### src/design/hash_join_count_checksum_core_assert.svh
// Assertion macros for the hash join core.
// Depends on nothing; taken in by the core, which checks its own logic.
`ifndef HASH_JOIN_COUNT_CHECKSUM_CORE_ASSERT_SVH
`define HASH_JOIN_COUNT_CHECKSUM_CORE_ASSERT_SVH

// Condition holds in the same cycle
`define HJCC_ASSERT_IMP(lbl, ck, rstn, ante, cons) \
    lbl: assert property (@(posedge ck) disable iff (!(rstn)) (ante) |-> (cons)) \
        else $error("hjcc check failed");

// Condition holds in the next cycle
`define HJCC_ASSERT_NXT(lbl, ck, rstn, ante, cons) \
    lbl: assert property (@(posedge ck) disable iff (!(rstn)) (ante) |=> (cons)) \
        else $error("hjcc check failed");

`endif

### src/design/hjcc_mul.sv
// Shared 32x32 multiplier with a registered 64-bit product.
// Depends on nothing; one product per cycle, result in the cycle after the operands.
module hjcc_mul (
    input  logic        clk,
    input  logic [31:0] a,
    input  logic [31:0] b,
    output logic [63:0] prod
);
    logic [63:0] prod_reg;
    logic [63:0] prod_next;

    // full product of two unsigned words
    assign prod_next = 64'(a) * 64'(b);

    always_ff @(posedge clk)
    begin
        prod_reg <= prod_next;
    end

    assign prod = prod_reg;
endmodule

### config.mk
export PLATFORM = sky130hd
export DESIGN_NAME = hjcc_mul
export DESIGN_NICKNAME = d
export VERILOG_FILES = /design/src/design/hash_join_count_checksum_core_assert.svh /design/src/design/hjcc_mul.sv
export SDC_FILE = /design/constraint.sdc
export NUM_CORES = 2
export LEC_CHECK = 0
export BUFFER_PORTS_ARGS = -buffer_cell sky130_fd_sc_hd__buf_2
export CORE_ASPECT_RATIO = 1.5
export CORE_MARGIN = 1.5
export CORE_UTILIZATION = 65
export CTS_CLUSTER_DIAMETER = 120
export DETAILED_ROUTE_END_ITERATION = 6
export PLACE_DENSITY = 0.83
export REMOVE_ABC_BUFFERS = 1
export SKIP_LAST_GASP = 1
export SLEW_MARGIN = 20
export SYNTH_ARGS = -nofsm -noshare
export SYNTH_HDL_FRONTEND = slang
export SYNTH_SLANG_ARGS = --single-unit
### constraint.sdc
create_clock -name clk -period 10.05 [get_ports clk]
set_input_delay 1.5075 -clock clk [delete_from_list [all_inputs] [get_ports clk]]
set_output_delay 1.5075 -clock clk [all_outputs]
set_load 0.1 [all_outputs]
==> results.md <==
Synthesis:
- The number of synthesized register bits is 64.
- After Yosys synthesis, full adders, half adders and majority gates account for 61.3% of the synthesized area.
- The post-synthesis share of cell area spent on and, or, nand and nor gates is 17.7%.
- The multiplexer area fraction after synthesis is 0.0289%.
- The synthesized netlist cell count is 3758.
- The synthesized netlist devotes 1.49% of its cell area to XOR and XNOR gates.
- The largest family of logic cells by synthesized area is adder cells.
- The number of distinct library cell variants in the gate-level netlist after synthesis is 56.
- In this run, synthesis inferred 0 flip-flops with an integrated enable.
- Summing every instance area after synthesis gives 34600 um^2.
- Summing the areas of all compound-gate instances in the mapped netlist gives 3.92% of the synthesized area.
- Among all flip-flop cells after synthesis, the most frequent one is dfxtp_1.
- The Yosys step of the flow raised 0 warnings.
- The sequential element share of the synthesized area is 3.70%.
- The fraction of registers with async set/reset is 0%.
- After synthesis, the mean cell area works out to 9.21 um^2.

GRT:
- The maximum number of pins on one net before global-route repair is 33.
- The wire length of the first global-routing pass is 155000 um.
- The number of antenna violations at the first check in global routing is 1.
- For this run, the total global-route usage over all layers was measured as 38.2%.
- The via count of the first global-routing pass is 29426.
- Summed over all layers, the global routing overflow is 0.

Cells and area:
- In the final design database the tool counted 4923 nets.
- The share of final-layout standard cells stronger than drive strength 1 is 4.97%.
- The final core utilization is 68.1%.
- The number of flip-flops under the largest register name is 64.
- The sequential cell area in the final layout is 1280 um^2.
- The multi-input combinational cells in the finished layout cover a total of 29200 um^2.
- Compared with the post-synthesis result, the final layout area differs by 3.33%.
- The filler cells instantiated in the layout total 4111.
- The final cell count without fillers is 4387.

STA:
- The number of endpoints failing setup at the final stage is 0.
- For the pin with the worst max-slew slack, the measured transition is 0.929 ns.
- Setup repair after global routing left no endpoint under its margin.
- Summed over all failing endpoints, the final setup total negative slack is 0 ns.
- The final period demand of the worst path is 9.20 ns.
- The final-report max-slew violation count is 0.
- The final-report hold violation count is 0.
- The worst pin sits at a relative slew slack of 38.1%.
- Derived from the worst setup path, the maximum achievable clock frequency is 109 MHz.
- After layout, the worst setup slack is 0.847 ns.
- The final critical path takes up 91.6% of the cycle.

Critical path:
- The critical path goes through buf_2 -> and2_1 -> fa_1 -> fa_1 -> inv_1 -> fa_1 -> fa_1 -> inv_1 -> fa_1 -> fa_1 -> fa_1 -> fa_1 -> ha_1 -> nand4_1 -> or4_1 -> or3_1 -> a31oi_1 -> a31o_2 -> a211oi_1 -> o21ai_1 -> xor2_1.
- On the critical path, the stage with the largest delay is an instance of buf_2.
- By startpoint and endpoint, the worst setup path is classified as in2reg.
- For this run, the slowest stage of the critical path takes 0.68 ns.
- The combined buffer and inverter count along the critical path is 3.
- The endpoint class of the critical path is a register.
- Along the worst path, the maximum fanout reaches 32.
- Data on the critical path arrives at its endpoint at 9.49 ns.
- STA puts the critical path data required time at 10.34 ns.
- STA classifies the critical path startpoint as an input pin.
- By instance count, the cell type seen most on the critical path is fa_1.
- The kind of cell with the highest combined delay along the critical path is adder cells.

Placement:
- The number of instances in the placed design is 4370.
- Summed over all nets, the half-perimeter wirelength after detailed placement is 77900 um.
- The weighted congestion reported at the end of routability-driven placement is 0.973.
- Timing analysis after detailed placement gives a worst setup slack of 0.526 ns.
- Port buffering added 128 buffers.

Floorplanning:
- The number of top-level pins is 129.
- The number of rows in the core area is 103.
- Measured along the x axis, the die boundary spans 191 um.
- Measured along the y axis, the die boundary spans 286 um.
- After floorplanning, the core was sized to cover 52600 um^2.
- The initial core utilization is 65.9%.
- The area enclosed by the die boundary is 54700 um^2.

Clock network:
- The CTS sink count is 64.
- In this run the post-CTS setup repair buffer count came out at 0.
- After clock tree synthesis, the repair step resized 0 gates.
- The number of buffers between clock root and the deepest sink is 2.
- TritonCTS built the clock tree.
- Clock-pin slew was measured on the worst setup and hold paths at 0.06 ns.
- The root buffer cell chosen for the clock tree is clkbuf_16.
- The number of hold buffers added after CTS is 0.
- Clock tree synthesis inserted a total of 9 buffers.
- CTS built an H-tree with a depth of 3.

Route:
- The total via count after detailed routing is 26039.
- The residual DRC count is 0.
- The detailed-router iteration count before antenna repair is 7.
- The number of vias per cell after detailed routing is 5.94.
- In this run the remaining antenna-violating nets after routing total 0.
- The detailed-route wire length is 98200 um.
- The average wire length per cell after detail routing is 22.4 um.
- The initial DRC count is 1575.

Min path:
- The type of the worst min-delay path is in2reg.

Flow run:
- The max-cap violation count is 0.

Outcome:
- The run finished with clean final reports.
==> cell usage in the layout, fill, tap and decap left out, drive strengths merged, types with 4 or more instances in the layout <==
| cell | n |
|---|---|
| nand2 | 478 |
| xnor2 | 33 |
| nor3 | 5 |
| ha | 263 |
| and4 | 4 |
| or2 | 4 |
| a221o | 4 |
| o21bai | 10 |
| or3 | 5 |
| o21ai | 30 |
| buf | 157 |
| nor2 | 21 |
| a31oi | 12 |
| nand4 | 24 |
| xor2 | 26 |
| a21oi | 70 |
| and2 | 603 |
| a21o | 37 |
| nand3 | 12 |
| and3 | 14 |
| clkbuf | 9 |
| o21a | 8 |
| inv | 865 |
| a211oi | 4 |
| dfxtp | 64 |
| fa | 896 |
==> synthesized netlist by cell type (3+ instances only) <==
cell,n,area share [%]
or2_2,3,0.054
dfxtp_1,64,3.7
nand3_1,12,0.17
nor2_1,21,0.23
a31oi_1,11,0.20
a21boi_0,3,0.065
buf_2,9,0.13
inv_1,863,9.4
and4_1,4,0.10
a211oi_1,4,0.087
xnor2_1,33,0.83
or3_1,5,0.090
xor2_1,26,0.66
nor3_1,5,0.072
fa_1,896,52
a221o_1,4,0.12
o221ai_1,3,0.076
o21a_1,8,0.17
ha_1,263,9.5
nand2_1,478,5.2
o21ai_0,28,0.40
a21oi_1,68,0.98
and2_1,603,11
a21o_1,37,0.80
or4_1,3,0.065
clkbuf_1,215,2.3
nand4_1,24,0.43
and3_1,14,0.25
o211ai_1,3,0.065
o21bai_1,10,0.22
a311oi_1,3,0.076
==> final timing paths <==
check	slack, ns	start	endpoint	cells past startpoint
min	1.90	a[0]	prod[0]$_DFF_P_	3
max	0.85	a[18]	prod[62]$_DFF_P_	21
==> area by class of cell <==
class / instances / area share [%]
well taps: 682 / 2.38
flip-flops and latches: 64 / 3.58
repair buffers: 157 / 2.40
multi-input cells: 2604 / 81.7
diodes: 1 / 0.00699
clock buffers: 9 / 0.629
inverters: 863 / 9.05
clock inverters: 7 / 0.224
==> cells by family after synthesis <==
group / after synthesis
mux: 1
flops: 64
fa+ha+maj: 1159
buf+inv: 1090
xor+xnor: 59
simple gates: 1180
compound gates: 205
==> stage by stage <==
step                      cell area, um^2  hold slack (ns)
after floorplan                     33800             1.63
after global placement              35500             2.06
after detailed placement            35500             2.06
after CTS                           35800             1.87
after global routing                35800             1.89
final                               35800             1.90
==> routing by layer <==
metal	track usage, %	wire, um
met1	39.3	29500
met2	65.9	50000
met3	5.82	7010
met4	36.0	11700
met5	0	0
Power is not shown: default switching activity piles up to over one toggle a cycle in this logic, so the estimate is an artifact.
